### config.mk
export PLATFORM = sky130hd
export DESIGN_NAME = rc_link_frame_receiver
export DESIGN_NICKNAME = d
export VERILOG_FILES = /design/src/rclfr_pkg.sv /design/src/rclfr_store.sv /design/src/rclfr_parser.sv /design/src/rclfr_emitter.sv /design/src/rc_link_frame_receiver.sv
export SDC_FILE = /design/constraint.sdc
export NUM_CORES = 1
export LEC_CHECK = 0
export BUFFER_PORTS_ARGS = -buffer_cell sky130_fd_sc_hd__clkbuf_2
export CAP_MARGIN = 20
export CORE_MARGIN = 1.5
export CORE_UTILIZATION = 40
export DETAILED_ROUTE_END_ITERATION = 8
export REMOVE_ABC_BUFFERS = 1
export SLEW_MARGIN = 20
export SYNTH_ARGS = -nofsm -noshare
export SYNTH_HDL_FRONTEND = slang
export SYNTH_SLANG_ARGS = --single-unit
export TNS_END_PERCENT = 30
### constraint.sdc
create_clock -name clock -period 12.5 [get_ports clock]
set_clock_uncertainty 0.15 [all_clocks]
set_input_delay 1.875 -clock clock [delete_from_list [all_inputs] [get_ports clock]]
set_output_delay 1.875 -clock clock [all_outputs]
set_load 0.005 [all_outputs]
### src/rclfr_pkg.sv
// Shared types, constants and CRC function of the RC link frame receiver.
package rclfr_pkg;

   localparam int STORE_BYTES_DEFAULT   = 22;
   localparam int CHANNEL_COUNT_DEFAULT = 16;
   localparam int CHANNEL_BITS          = 11;
   localparam int STATS_COUNT           = 10;

   localparam logic [7:0] RC_MIN_LENGTH    = 8'd24;
   localparam logic [7:0] STATS_MIN_LENGTH = 8'd12;

   localparam logic [7:0]  SYNC_RESET     = 8'd200;
   localparam logic [7:0]  POLY_RESET     = 8'd213;
   localparam logic [7:0]  CHAN_RESET     = 8'd22;
   localparam logic [7:0]  STATS_RESET    = 8'd20;
   localparam logic [15:0] TIMEOUT_RESET  = 16'd250;

   localparam logic [2:0] CSR_SYNC_VALUE      = 3'd0;
   localparam logic [2:0] CSR_CRC_POLYNOMIAL  = 3'd1;
   localparam logic [2:0] CSR_CHANNELS_TYPE   = 3'd2;
   localparam logic [2:0] CSR_LINK_STATS_TYPE = 3'd3;
   localparam logic [2:0] CSR_TIMEOUT_TICKS   = 3'd4;

   localparam logic [1:0] KIND_CHANNEL = 2'd0;
   localparam logic [1:0] KIND_STAT    = 2'd1;
   localparam logic [1:0] KIND_LOST    = 2'd2;

   typedef struct packed {
      logic [7:0]  sync_value;
      logic [7:0]  crc_polynomial;
      logic [7:0]  channels_type;
      logic [7:0]  link_stats_type;
      logic [15:0] timeout_ticks;
   } cfg_type;

   typedef enum logic [1:0] {
      JOB_CHAN,
      JOB_STATS,
      JOB_LOST
   } job_kind_type;

   typedef struct packed {
      logic         start;
      job_kind_type kind;
   } job_type;

   typedef enum logic [1:0] {
      EM_IDLE,
      EM_CHAN,
      EM_STATS,
      EM_LOST
   } em_state_type;

   function automatic logic [7:0] crc_update(input logic [7:0] crc,
                                             input logic [7:0] data,
                                             input logic [7:0] poly);
      logic [7:0] c;
      c = crc ^ data;
      for (int k = 0; k < 8; k++) begin
         c = c[7] ? ((c << 1) ^ poly) : (c << 1);
      end
      return c;
   endfunction

endpackage

### src/rclfr_store.sv
// Payload byte memory: one write port, one registered read port.
module rclfr_store #(
   parameter int DEPTH = rclfr_pkg::STORE_BYTES_DEFAULT,
   parameter int AW    = $clog2(DEPTH)
) (
   input  logic          clock,
   input  logic          wr_en,
   input  logic [AW-1:0] wr_addr,
   input  logic [7:0]    wr_data,
   input  logic          rd_en,
   input  logic [AW-1:0] rd_addr,
   output logic [7:0]    rd_data
);

   logic [7:0] mem [DEPTH];
   logic [7:0] rd_data_ff;

   always_ff @(posedge clock) begin
      if (wr_en) begin
         mem[wr_addr] <= wr_data;
      end
   end

   always_ff @(posedge clock) begin
      if (rd_en) begin
         rd_data_ff <= mem[rd_addr];
      end
   end

   assign rd_data = rd_data_ff;

endmodule

### src/rclfr_parser.sv
// Frame parser: sync, length, type, payload capture, CRC check and idle timer.
module rclfr_parser #(
   parameter int STORE_BYTES = rclfr_pkg::STORE_BYTES_DEFAULT,
   parameter int AW          = $clog2(STORE_BYTES)
) (
   input  logic                clock,
   input  logic                reset,
   input  rclfr_pkg::cfg_type  cfg,
   input  logic                accept,
   input  logic                cmd,
   input  logic [7:0]          rx_byte,
   output logic                wr_en,
   output logic [AW-1:0]       wr_addr,
   output logic [7:0]          wr_data,
   output rclfr_pkg::job_type  job
);

   logic [8:0]  pos_ff, pos_in;
   logic [7:0]  len_ff, len_in;
   logic [7:0]  type_ff, type_in;
   logic [7:0]  crc_ff, crc_in;
   logic [15:0] idle_ff, idle_in;
   logic        lost_ff, lost_in;
   logic [15:0] idle_sat;
   logic [8:0]  pay_pos;

   assign idle_sat = (idle_ff == 16'hFFFF) ? idle_ff : idle_ff + 16'd1;
   assign pay_pos  = pos_ff - 9'd3;

   always_comb begin
      pos_in    = pos_ff;
      len_in    = len_ff;
      type_in   = type_ff;
      crc_in    = crc_ff;
      idle_in   = idle_ff;
      lost_in   = lost_ff;
      wr_en     = 1'b0;
      wr_addr   = pay_pos[AW-1:0];
      wr_data   = rx_byte;
      job.start = 1'b0;
      job.kind  = rclfr_pkg::JOB_CHAN;
      if (accept && !lost_ff) begin
         if (cmd) begin
            idle_in = idle_sat;
            if (idle_sat > cfg.timeout_ticks) begin
               lost_in   = 1'b1;
               job.start = 1'b1;
               job.kind  = rclfr_pkg::JOB_LOST;
            end
         end else begin
            unique case (pos_ff)
               9'd0: begin
                  if (rx_byte == cfg.sync_value) begin
                     pos_in = 9'd1;
                  end
               end
               9'd1: begin
                  if (rx_byte < 8'd2) begin
                     pos_in = 9'd0;
                  end else begin
                     len_in = rx_byte;
                     pos_in = 9'd2;
                  end
               end
               9'd2: begin
                  type_in = rx_byte;
                  crc_in  = rclfr_pkg::crc_update(8'd0, rx_byte, cfg.crc_polynomial);
                  pos_in  = 9'd3;
                  if (rx_byte == cfg.channels_type) begin
                     idle_in = 16'd0;
                  end
               end
               default: begin
                  if (type_ff == cfg.channels_type) begin
                     idle_in = 16'd0;
                  end
                  if (pos_ff >= ({1'b0, len_ff} + 9'd1)) begin
                     pos_in = 9'd0;
                     if (rx_byte == crc_ff) begin
                        if (type_ff == cfg.channels_type) begin
                           if (len_ff >= rclfr_pkg::RC_MIN_LENGTH) begin
                              job.start = 1'b1;
                              job.kind  = rclfr_pkg::JOB_CHAN;
                           end
                        end else if (type_ff == cfg.link_stats_type) begin
                           if (len_ff >= rclfr_pkg::STATS_MIN_LENGTH) begin
                              job.start = 1'b1;
                              job.kind  = rclfr_pkg::JOB_STATS;
                           end
                        end
                     end
                  end else begin
                     wr_en  = (pay_pos < 9'(STORE_BYTES));
                     crc_in = rclfr_pkg::crc_update(crc_ff, rx_byte, cfg.crc_polynomial);
                     pos_in = pos_ff + 9'd1;
                  end
               end
            endcase
         end
      end
   end

   always_ff @(posedge clock) begin
      if (reset) begin
         pos_ff  <= '0;
         len_ff  <= '0;
         type_ff <= '0;
         crc_ff  <= '0;
         idle_ff <= '0;
         lost_ff <= 1'b0;
      end else begin
         pos_ff  <= pos_in;
         len_ff  <= len_in;
         type_ff <= type_in;
         crc_ff  <= crc_in;
         idle_ff <= idle_in;
         lost_ff <= lost_in;
      end
   end

endmodule

### src/rclfr_emitter.sv
// Result sequencer: reads stored payload, unpacks channels, drives the output register.
module rclfr_emitter #(
   parameter int STORE_BYTES   = rclfr_pkg::STORE_BYTES_DEFAULT,
   parameter int CHANNEL_COUNT = rclfr_pkg::CHANNEL_COUNT_DEFAULT,
   parameter int AW            = $clog2(STORE_BYTES)
) (
   input  logic               clock,
   input  logic               reset,
   input  rclfr_pkg::job_type job,
   output logic               busy,
   output logic               rd_en,
   output logic [AW-1:0]      rd_addr,
   input  logic [7:0]         rd_data,
   output logic               rsp_valid,
   input  logic               rsp_stall,
   output logic [1:0]         rsp_kind,
   output logic [3:0]         rsp_index,
   output logic [10:0]        rsp_value,
   output logic               rsp_last
);

   localparam int CHAN_BYTES = (CHANNEL_COUNT * rclfr_pkg::CHANNEL_BITS + 7) / 8;
   localparam logic [3:0] LAST_CHAN = 4'(CHANNEL_COUNT - 1);
   localparam logic [3:0] LAST_STAT = 4'(rclfr_pkg::STATS_COUNT - 1);
   localparam logic [4:0] CH_BITS   = 5'(rclfr_pkg::CHANNEL_BITS);

   rclfr_pkg::em_state_type state_ff, state_in;
   logic [AW:0]  addr_ff, addr_in;
   logic [17:0]  acc_ff, acc_in, acc_e, acc_n;
   logic [4:0]   cnt_ff, cnt_in, cnt_e, cnt_n;
   logic [3:0]   idx_ff, idx_in;
   logic         have_ff, have_in;
   logic         out_v_ff, out_v_in;
   logic [1:0]   kind_ff, ld_kind;
   logic [3:0]   index_ff, ld_index;
   logic [10:0]  value_ff, ld_value;
   logic         last_ff, ld_last;
   logic         load;
   logic         slot_free;

   assign slot_free = !out_v_ff || !rsp_stall;
   assign acc_e     = have_ff ? (acc_ff | ({10'd0, rd_data} << cnt_ff)) : acc_ff;
   assign cnt_e     = have_ff ? cnt_ff + 5'd8 : cnt_ff;
   assign busy      = (state_ff != rclfr_pkg::EM_IDLE);
   assign rd_addr   = addr_ff[AW-1:0];

   always_comb begin
      state_in = state_ff;
      addr_in  = addr_ff;
      acc_in   = acc_ff;
      cnt_in   = cnt_ff;
      idx_in   = idx_ff;
      have_in  = 1'b0;
      acc_n    = acc_e;
      cnt_n    = cnt_e;
      rd_en    = 1'b0;
      load     = 1'b0;
      ld_kind  = rclfr_pkg::KIND_CHANNEL;
      ld_index = idx_ff;
      ld_value = '0;
      ld_last  = 1'b0;
      unique case (state_ff)
         rclfr_pkg::EM_IDLE: begin
            if (job.start) begin
               unique case (job.kind)
                  rclfr_pkg::JOB_CHAN:  state_in = rclfr_pkg::EM_CHAN;
                  rclfr_pkg::JOB_STATS: state_in = rclfr_pkg::EM_STATS;
                  rclfr_pkg::JOB_LOST:  state_in = rclfr_pkg::EM_LOST;
                  default:              state_in = rclfr_pkg::EM_IDLE;
               endcase
               addr_in = '0;
               acc_in  = '0;
               cnt_in  = '0;
               idx_in  = '0;
            end
         end
         rclfr_pkg::EM_CHAN: begin
            if ((cnt_e >= CH_BITS) && slot_free) begin
               load     = 1'b1;
               ld_kind  = rclfr_pkg::KIND_CHANNEL;
               ld_value = acc_e[10:0];
               ld_last  = (idx_ff == LAST_CHAN);
               acc_n    = acc_e >> rclfr_pkg::CHANNEL_BITS;
               cnt_n    = cnt_e - CH_BITS;
               idx_in   = idx_ff + 4'd1;
               if (ld_last) begin
                  state_in = rclfr_pkg::EM_IDLE;
               end
            end
            acc_in = acc_n;
            cnt_in = cnt_n;
            if (!ld_last && (cnt_n < CH_BITS) && (addr_ff < (AW+1)'(CHAN_BYTES))) begin
               rd_en   = 1'b1;
               have_in = 1'b1;
               addr_in = addr_ff + (AW+1)'(1);
            end
         end
         rclfr_pkg::EM_STATS: begin
            have_in = have_ff;
            if (have_ff && slot_free) begin
               load     = 1'b1;
               ld_kind  = rclfr_pkg::KIND_STAT;
               ld_value = {3'd0, rd_data};
               ld_last  = (idx_ff == LAST_STAT);
               idx_in   = idx_ff + 4'd1;
               have_in  = 1'b0;
               if (ld_last) begin
                  state_in = rclfr_pkg::EM_IDLE;
               end
            end
            if (!have_in && (addr_ff < (AW+1)'(rclfr_pkg::STATS_COUNT))) begin
               rd_en   = 1'b1;
               have_in = 1'b1;
               addr_in = addr_ff + (AW+1)'(1);
            end
         end
         rclfr_pkg::EM_LOST: begin
            if (slot_free) begin
               load     = 1'b1;
               ld_kind  = rclfr_pkg::KIND_LOST;
               ld_index = '0;
               ld_last  = 1'b1;
               state_in = rclfr_pkg::EM_IDLE;
            end
         end
         default: state_in = rclfr_pkg::EM_IDLE;
      endcase
      out_v_in = load ? 1'b1 : (out_v_ff && rsp_stall);
   end

   always_ff @(posedge clock) begin
      if (reset) begin
         state_ff <= rclfr_pkg::EM_IDLE;
         have_ff  <= 1'b0;
         out_v_ff <= 1'b0;
      end else begin
         state_ff <= state_in;
         have_ff  <= have_in;
         out_v_ff <= out_v_in;
      end
   end

   always_ff @(posedge clock) begin
      addr_ff <= addr_in;
      acc_ff  <= acc_in;
      cnt_ff  <= cnt_in;
      idx_ff  <= idx_in;
      if (load) begin
         kind_ff  <= ld_kind;
         index_ff <= ld_index;
         value_ff <= ld_value;
         last_ff  <= ld_last;
      end
   end

   assign rsp_valid = out_v_ff;
   assign rsp_kind  = kind_ff;
   assign rsp_index = index_ff;
   assign rsp_value = value_ff;
   assign rsp_last  = last_ff;

endmodule

### src/rc_link_frame_receiver.sv
// Top level of the RC link frame receiver: control registers and block wiring.
//
// Usage: each req_ beat carries either one received UART byte (req_cmd 0) or one
// time tick (req_cmd 1). Bytes are framed by sync, length, type, payload and a
// CRC-8; payload bytes land in a small memory as they arrive.
// A byte or tick that completes no frame and declares no link loss yields no beat.
// A good channels frame yields CHANNEL_COUNT rsp_ beats, unpacked from memory
// through a bit accumulator fed one byte a cycle while the output is not stalled;
// with 16 channels it takes 22 reads, and req_stall holds the input until the
// last beat is loaded. A link statistics frame yields 10 beats, one per cycle
// while the output is not stalled. Link loss yields one beat, then every req_
// beat is dropped.
// req_stall is high while the results of a frame or a link loss are read out;
// rsp_last marks the final beat of a run. A result sits in an output register, so a
// stalled receiver holds it and the sequencer waits; the next input is taken as
// soon as the last result is loaded.
// Reset clears the parser, timer and control registers to their defaults; the
// payload memory is not cleared. csr_ writes are always ready and take effect
// on the next input.
module rc_link_frame_receiver #(
   parameter int STORE_BYTES   = rclfr_pkg::STORE_BYTES_DEFAULT,
   parameter int CHANNEL_COUNT = rclfr_pkg::CHANNEL_COUNT_DEFAULT
) (
   input  logic        clock,
   input  logic        reset,
   input  logic        req_valid,
   output logic        req_stall,
   input  logic        req_cmd,
   input  logic [7:0]  req_rx_byte,
   output logic        rsp_valid,
   input  logic        rsp_stall,
   output logic [1:0]  rsp_kind,
   output logic [3:0]  rsp_index,
   output logic [10:0] rsp_value,
   output logic        rsp_last,
   input  logic        csr_valid,
   output logic        csr_ready,
   input  logic [2:0]  csr_index,
   input  logic [15:0] csr_data
);

   localparam int AW = $clog2(STORE_BYTES);

   rclfr_pkg::cfg_type cfg_ff, cfg_in;
   rclfr_pkg::job_type job;
   logic          accept;
   logic          busy;
   logic          wr_en;
   logic [AW-1:0] wr_addr;
   logic [7:0]    wr_data;
   logic          rd_en;
   logic [AW-1:0] rd_addr;
   logic [7:0]    rd_data;

   assign csr_ready = 1'b1;
   assign req_stall = busy;
   assign accept    = req_valid && !req_stall;

   always_comb begin
      cfg_in = cfg_ff;
      if (csr_valid && csr_ready) begin
         unique case (csr_index)
            rclfr_pkg::CSR_SYNC_VALUE:      cfg_in.sync_value      = csr_data[7:0];
            rclfr_pkg::CSR_CRC_POLYNOMIAL:  cfg_in.crc_polynomial  = csr_data[7:0];
            rclfr_pkg::CSR_CHANNELS_TYPE:   cfg_in.channels_type   = csr_data[7:0];
            rclfr_pkg::CSR_LINK_STATS_TYPE: cfg_in.link_stats_type = csr_data[7:0];
            rclfr_pkg::CSR_TIMEOUT_TICKS:   cfg_in.timeout_ticks   = csr_data;
            default:                        cfg_in = cfg_ff;
         endcase
      end
   end

   always_ff @(posedge clock) begin
      if (reset) begin
         cfg_ff.sync_value      <= rclfr_pkg::SYNC_RESET;
         cfg_ff.crc_polynomial  <= rclfr_pkg::POLY_RESET;
         cfg_ff.channels_type   <= rclfr_pkg::CHAN_RESET;
         cfg_ff.link_stats_type <= rclfr_pkg::STATS_RESET;
         cfg_ff.timeout_ticks   <= rclfr_pkg::TIMEOUT_RESET;
      end else begin
         cfg_ff <= cfg_in;
      end
   end

   rclfr_parser #(
      .STORE_BYTES (STORE_BYTES),
      .AW          (AW)
   ) u_parser (
      .clock   (clock),
      .reset   (reset),
      .cfg     (cfg_ff),
      .accept  (accept),
      .cmd     (req_cmd),
      .rx_byte (req_rx_byte),
      .wr_en   (wr_en),
      .wr_addr (wr_addr),
      .wr_data (wr_data),
      .job     (job)
   );

   rclfr_store #(
      .DEPTH (STORE_BYTES),
      .AW    (AW)
   ) u_store (
      .clock   (clock),
      .wr_en   (wr_en),
      .wr_addr (wr_addr),
      .wr_data (wr_data),
      .rd_en   (rd_en),
      .rd_addr (rd_addr),
      .rd_data (rd_data)
   );

   rclfr_emitter #(
      .STORE_BYTES   (STORE_BYTES),
      .CHANNEL_COUNT (CHANNEL_COUNT),
      .AW            (AW)
   ) u_emitter (
      .clock     (clock),
      .reset     (reset),
      .job       (job),
      .busy      (busy),
      .rd_en     (rd_en),
      .rd_addr   (rd_addr),
      .rd_data   (rd_data),
      .rsp_valid (rsp_valid),
      .rsp_stall (rsp_stall),
      .rsp_kind  (rsp_kind),
      .rsp_index (rsp_index),
      .rsp_value (rsp_value),
      .rsp_last  (rsp_last)
   );

endmodule

; ---- Word-level counts from Yosys, hierarchy flattened
; Memory sizes are Yosys's and may differ from the RTL's. A register that Yosys moved wholly into a read port is not among the register bits.
; Index checks and enable logic that the tools add are counted.
[classes]
add_sub_neg = 8
order_cmp = 10
n_eq_ne = 31
shifts = 1
mux = 92
bitwise_logic = 21
n_reduce_logical = 40
[ops]
columns = op, count
row1 = two-way mux 8 bit, 18
row2 = XOR 8 bit, 17
row3 = two-way mux 16 bit, 4
row4 = two-way mux 18 bit, 3
row5 = equality test 8 bit, 5
row6 = one-hot mux 18 bit (2 select lines), 1
row7 = one-hot mux 16 bit (2 select lines), 1
row8 = two-way mux 3 bit, 10
row9 = one-hot mux 9 bit (3 select lines), 1
row10 = one-hot mux 11 bit (2 select lines), 1
row11 = two-way mux 4 bit, 5
row12 = two-way mux 5 bit, 4
row13 = AND reduction 4 bit, 5
row14 = two-way mux 1 bit, 19
row15 = two-way mux 6 bit, 3
row16 = two-way mux 9 bit, 2
row17 = "inequality test 2 x 1 -> 1 bit, second input constant", 9
row18 = OR 18 bit, 1
row19 = one-hot mux 6 bit (3 select lines), 1
row20 = left shift 8 x 5 -> 18 bit, 1
row21 = "adder 16 x 1 -> 16 bit, second input constant", 1
row22 = "equality test 16 bit, second input constant", 1
row23 = > comparator 16 bit, 1
row24 = two-way mux 2 bit, 8
row25 = other kinds (49), 81
[word_totals]
reg_bits = 153
ramBits = 176
in_bits = 33
output_inout_bits = 21
elab_cells = 226
memories = 1
[memory_table]
columns = memory, words, word_bits, rd, rd_ports_with_merged_regs, write_ports, line
row1 = u_store.mem, 22, 8, 1, 1, 1, rclfr_store.sv:15  ; logic [7:0] mem [DEPTH];

; ---- Logic depth before layout (Yosys ltp)
[logic_depth]
word_depth = 19
depth_mapped = 22
mapped_depth_nobuf = 21

; ---- By module
; Synthesis repeated with hierarchy kept, for this count alone.
[hier_totals]
hier_cells = 1809
area_unflattened_um2 = 19269.7
[modules_own_cells]
columns = mod, n_inst, cells_per_inst, area_each_um2, seq_area_each_um2
row1 = rclfr_store, 1, 344, 7140.6, 5525.3
row2 = rclfr_parser, 1, 941, 6740.2, 1001.0
row3 = rclfr_emitter, 1, 333, 3408.3, 1611.5
row4 = rc_link_frame_receiver, 1, 191, 1980.6, 960.9

; ---- Least setup slack after synthesis
; OpenSTA, ideal clock, no wires.
[synth_timing]
path_type = input-to-reg
start = input req_rx_byte[7]
end = register u_parser.crc_ff[5]
setup_time_ps = 117
arrival_ps = 5265
required_ps = 12233
slack_ps = 6968
stages = 14
path_buffers = 1
path_cell_list = buf_4 > xor2_2 > nand3_1 > a2111oi_0 > o211ai_1 > and3_1 > or2_4 > xnor3_1 > a2bb2oi_1 > mux2_4 > xnor2_4 > mux2i_2 > a211o_1 > a32o_1
[synth_via]
elab_chain_len = 17
elab_cells_between_ends = 33
classes_between = mux: 18 / bitwise: 15
[synth_lines]
columns = item, line
row1 = from (decl), rc_link_frame_receiver.sv:29  ; input logic [7:0] req_rx_byte,
row2 = XOR 8 bit, rclfr_pkg.sv:58  ; c = crc ^ data;
row3 = two-way mux 8 bit, rclfr_pkg.sv:60  ; c = c[7] ? ((c << 1) ^ poly) : (c << 1);
row4 = XOR 8 bit, rclfr_pkg.sv:60
row5 = two-way mux 8 bit, rclfr_pkg.sv:60
row6 = two-way mux 8 bit / XOR 8 bit (equally long branches), rclfr_pkg.sv:60
row7 = XOR 8 bit / two-way mux 8 bit (equally long branches), rclfr_pkg.sv:60
row8 = two-way mux 8 bit / XOR 8 bit (equally long branches), rclfr_pkg.sv:60
row9 = XOR 8 bit / two-way mux 8 bit (equally long branches), rclfr_pkg.sv:60
row10 = two-way mux 8 bit / XOR 8 bit (equally long branches), rclfr_pkg.sv:60
row11 = XOR 8 bit / two-way mux 8 bit (equally long branches), rclfr_pkg.sv:60
row12 = two-way mux 8 bit / XOR 8 bit (equally long branches), rclfr_pkg.sv:60
row13 = XOR 8 bit / two-way mux 8 bit (equally long branches), rclfr_pkg.sv:60
row14 = two-way mux 8 bit / XOR 8 bit (equally long branches), rclfr_pkg.sv:60
row15 = XOR 8 bit / two-way mux 8 bit (equally long branches), rclfr_pkg.sv:60
row16 = two-way mux 8 bit, rclfr_pkg.sv:60
row17 = two-way mux 8 bit, rclfr_parser.sv:77  ; if (pos_ff >= ({1'b0, len_ff} + 9'd1)) begin
row18 = one-hot mux 8 bit (2 select lines) (*), rclfr_parser.sv:51  ; unique case (pos_ff)
row19 = to (signal assigned), rclfr_parser.sv:115  ; crc_ff <= crc_in;
row20 = to (decl), rclfr_parser.sv:21  ; logic [7:0] crc_ff, crc_in;
; Every way passes the cells marked *; elsewhere a longest branch is shown, timed or not. The select of a mux whose other input is x is not followed.
; A chain may end at the register's enable or synchronous reset.

; ---- Final worst setup path
; Same ends and word-level chain as after synthesis.

==> summary.txt <==
Clock network
  – CTS resizes: 0
  – Clk buf depth: 3
  – Clock transition at path regs: about 60 ps
  – CTS Buf Count: 36
  – CTS tree: built
  – Clk root buf: clkbuf_16
  – Hold_buf cts: 0
  – H-tree depth: 2
  – Clock Latency Late Sink: approximately 540 ps
  – CTS sink cnt: 337
  – Setup Fix Bufs, Post-CTS: 0

Final layout
  – Syn-to-layout area delta: 9.773%
  – Number of diodes: 0
  – Final Cell Area: 20760 sq um
  – Layout Nets: 1902
  – Layout cell share with drive strength beyond 1: 0.1139

Placed design
  – Port-buffer cells: 52
  – DP HPWL: 30.56 mm
  – GPL Wtd Cong: 0.8661
  – Placement Cell Area: 19640 sq um

Floorplanning
  – Num ports: 54
  – Initial Utilization: 0.4062
  – Die width: approximately 220 um
  – Die height: 220.4 um
  – FP Rows: 79
  – Core ar.: 46560 sq um
  – Die ar.: 48590 sq um

STA
  – FMAX: 155.0 MHz
  – Setup TNS: 0 ps
  – Slew margin rel.: 0.3268
  – Measured slew at the worst slew-check pin: 1010 ps
  – Fin crit share: 0.5161
  – Final setup vio count: 0
  – RSZ-0062 raised after global routing: no
  – Final hold vios: 0
  – Slew Limit Fails: 0
  – Final Critical Period: 6451 ps

Global route
  – Vias in the first global route: 13200
  – Global-route wire length before repair: about 73 mm
  – Total GRT Usage: 0.1897
  – Initial antenna violation count: 0
  – Largest net degree at the start of global routing: 69
  – Grt ovf: 0

Synth
  – Count leader, synth: nand2_1
  – Synth cell count leaders: 296 x nand2_1, 235 x edfxtp_1, 130 x nor2_1
  – Synth top area share: 0.3732
  – Cell area after synthesis: 18910 sq um
  – Post-Syn Instances: 1822
  – Leading area contributor after synthesis: edfxtp_1
  – Async S/R FF share, synth: 0
  – Number of enable flip-flop cells after synthesis: 235
  – Distinct cells, synth: 100
  – Top cells by area, synth: edfxtp_1 37%, dfxtp_1 11%, nand2_1 5.9%
  – Synthesis warning total: 0
  – Primary FF master, synth: edfxtp_1
  – Avg Inst Size Synth: roughly 10 sq um
  – Register bit total from synthesis: 337
  – Seq/Total Area, Yosys: 0.4811

Setup path
  – Worst path required time: between 10000 and 15000 ps
  – Crit path DAT: 6730 ps
  – Startpoint Class: input pin
  – CP endpoint kind: flop
  – Crit path max fanout: 46
  – Worst Setup SP: req_rx_byte[7]
  – Kind of critical path: in -> reg
  – Reg-to-reg startpoint: u_parser.idle_ff[3]$_SDFFE_PP0P_

Run status
  – Outcome: complete, no violations

Drt
  – Final WL: 45.69 mm
  – Drt pass-1 iters: 5
  – Initial DRC count: roughly 1200
  – WL per Instance: 18.58 um
  – Number of remaining DRC errors: 0
  – Vias per cell: 5.599
  – Final antenna-violating net count: 0
  – Via count: 13770

Run
  – Max-cap violations: 0

Power and ir drop
  – Maximum VDD drop: 0.00008241 V
  – Power per cell area: 127.0 nW/um^2
  – Static leakage: between 7 and 8 nW

Min path
  – Hold crit path type: reg -> reg
  – Worst min-delay path startpoint: cfg_ff[8]$_SDFFE_PP0P_
## path summary, 6_finish.rpt
check	end	slack [ps]	cells past startpoint
min	cfg_ff[8]$_SDFFE_PP0P_	300	2
min reg2reg	cfg_ff[8]$_SDFFE_PP0P_	300	2
max	u_parser.crc_ff[5]$_SDFFE_PP0P_	6050	14
max reg2reg	u_emitter.acc_ff[12]$_SDFFCE_PP0P_	7180	19
## cells by family after synthesis
kind of cell | Yosys count | share of synthesized area
xor+xnor | 149 | 0.08456
compound gates | 364 | 0.1239
fa+ha+maj | 45 | 0.02964
buf+inv | 156 | 0.03335
other cells | 1 | 0.0001983
simple gates | 682 | 0.1681
mux | 88 | 0.07913
flops | 337 | 0.4811
## through the flow
step           worst slack, ps  cells    util  power, W  hold slack [ps]
6_report                  6049   2459  0.4459  0.002637            304.2
5_1_grt                   5629   2459  0.4459  0.002738            325.8
4_1_cts                   6130   2459  0.4457  0.002658            305.8
3_5_place_dp              5582   2394  0.4219  0.001632            297.6
3_3_place_gp              5676   2394  0.4219  0.001626            295.1
2_1_floorplan             6820   1714       -  0.001538            280.3
## placed cells by master (no fill, tap or decap), types with 10 or more instances in the layout
cell       instances
nand2_1          296
edfxtp_1         235
nor2_1           130
a21oi_1          115
dfxtp_1          102
o21ai_0           83
xnor2_1           68
xor2_1            58
nand3_1           53
clkbuf_2          52
mux4_2            48
inv_1             46
ha_1              44
nor3_1            39
clkbuf_16         36
mux2i_1           33
o211ai_1          27
and2_1            23
buf_4             21
nand4_1           20
and3_1            20
nor2b_1           19
a21o_1            17
o21a_1            15
nand2b_1          14
xnor3_1           14
or3_1             12
nor4_1            12
clkinv_1          11
o21ai_1           10
## state kept, by name (all words and copies together) (netlist names), 2 cells and up
signal               count
u_store.rd_data          8
u_emitter.cnt_ff         5
u_parser.len_ff          8
u_emitter.rsp_kind       2
cfg_ff                  48
u_emitter.addr_ff        6
u_parser.crc_ff          8
u_store.mem            176
u_emitter.idx_ff         4
u_parser.idle_ff        16
u_parser.pos_ff          9
u_emitter.acc_ff        18
u_emitter.state_ff       2
u_parser.type_ff         8
u_emitter.rsp_value     11
u_emitter.rsp_index      4
## critical path, stage by stage
cell and delay (ps):
clkbuf_2 730, xor2_2 660, nand3_1 260, a2111oi_0 550, o211ai_1 210, and3_1 250
or2_4 260, xnor3_1 400, a2bb2oi_1 160, mux2_4 320, xnor2_4 290, mux2i_2 190
a211o_1 330, a32o_1 250
## layer usage
layer	vias to the layer above	GRT usage	routed length, um
met2	413	0.3077	21570
met1	6657	0.2690	20900
met4	0	0.04785	799
met5	-	0	0
li1	6634	-	-
met3	65	0.02364	2415
## area by class of cell
type                       instances  area, sq um
multi-input combinational       1329         9198
clock buffer                      44        930.9
clock inverter                    21        173.9
timing repair buffer              73        417.9
inverter                          48        180.2
tap                              607        759.5
sequential                       337         9099
fill                            4332        25800
## where the power goes
part / internal (W) / switching (W) / total [W]
combinational: 0.000185 / 0.000232 / 0.000417
clock: 0.000576 / 0.000446 / 0.00102
sequential: 0.00119 / 0.00000405 / 0.00120
total: 0.00195 / 0.000683 / 0.00264
Note: power is estimated with default switching activity, not from simulation.
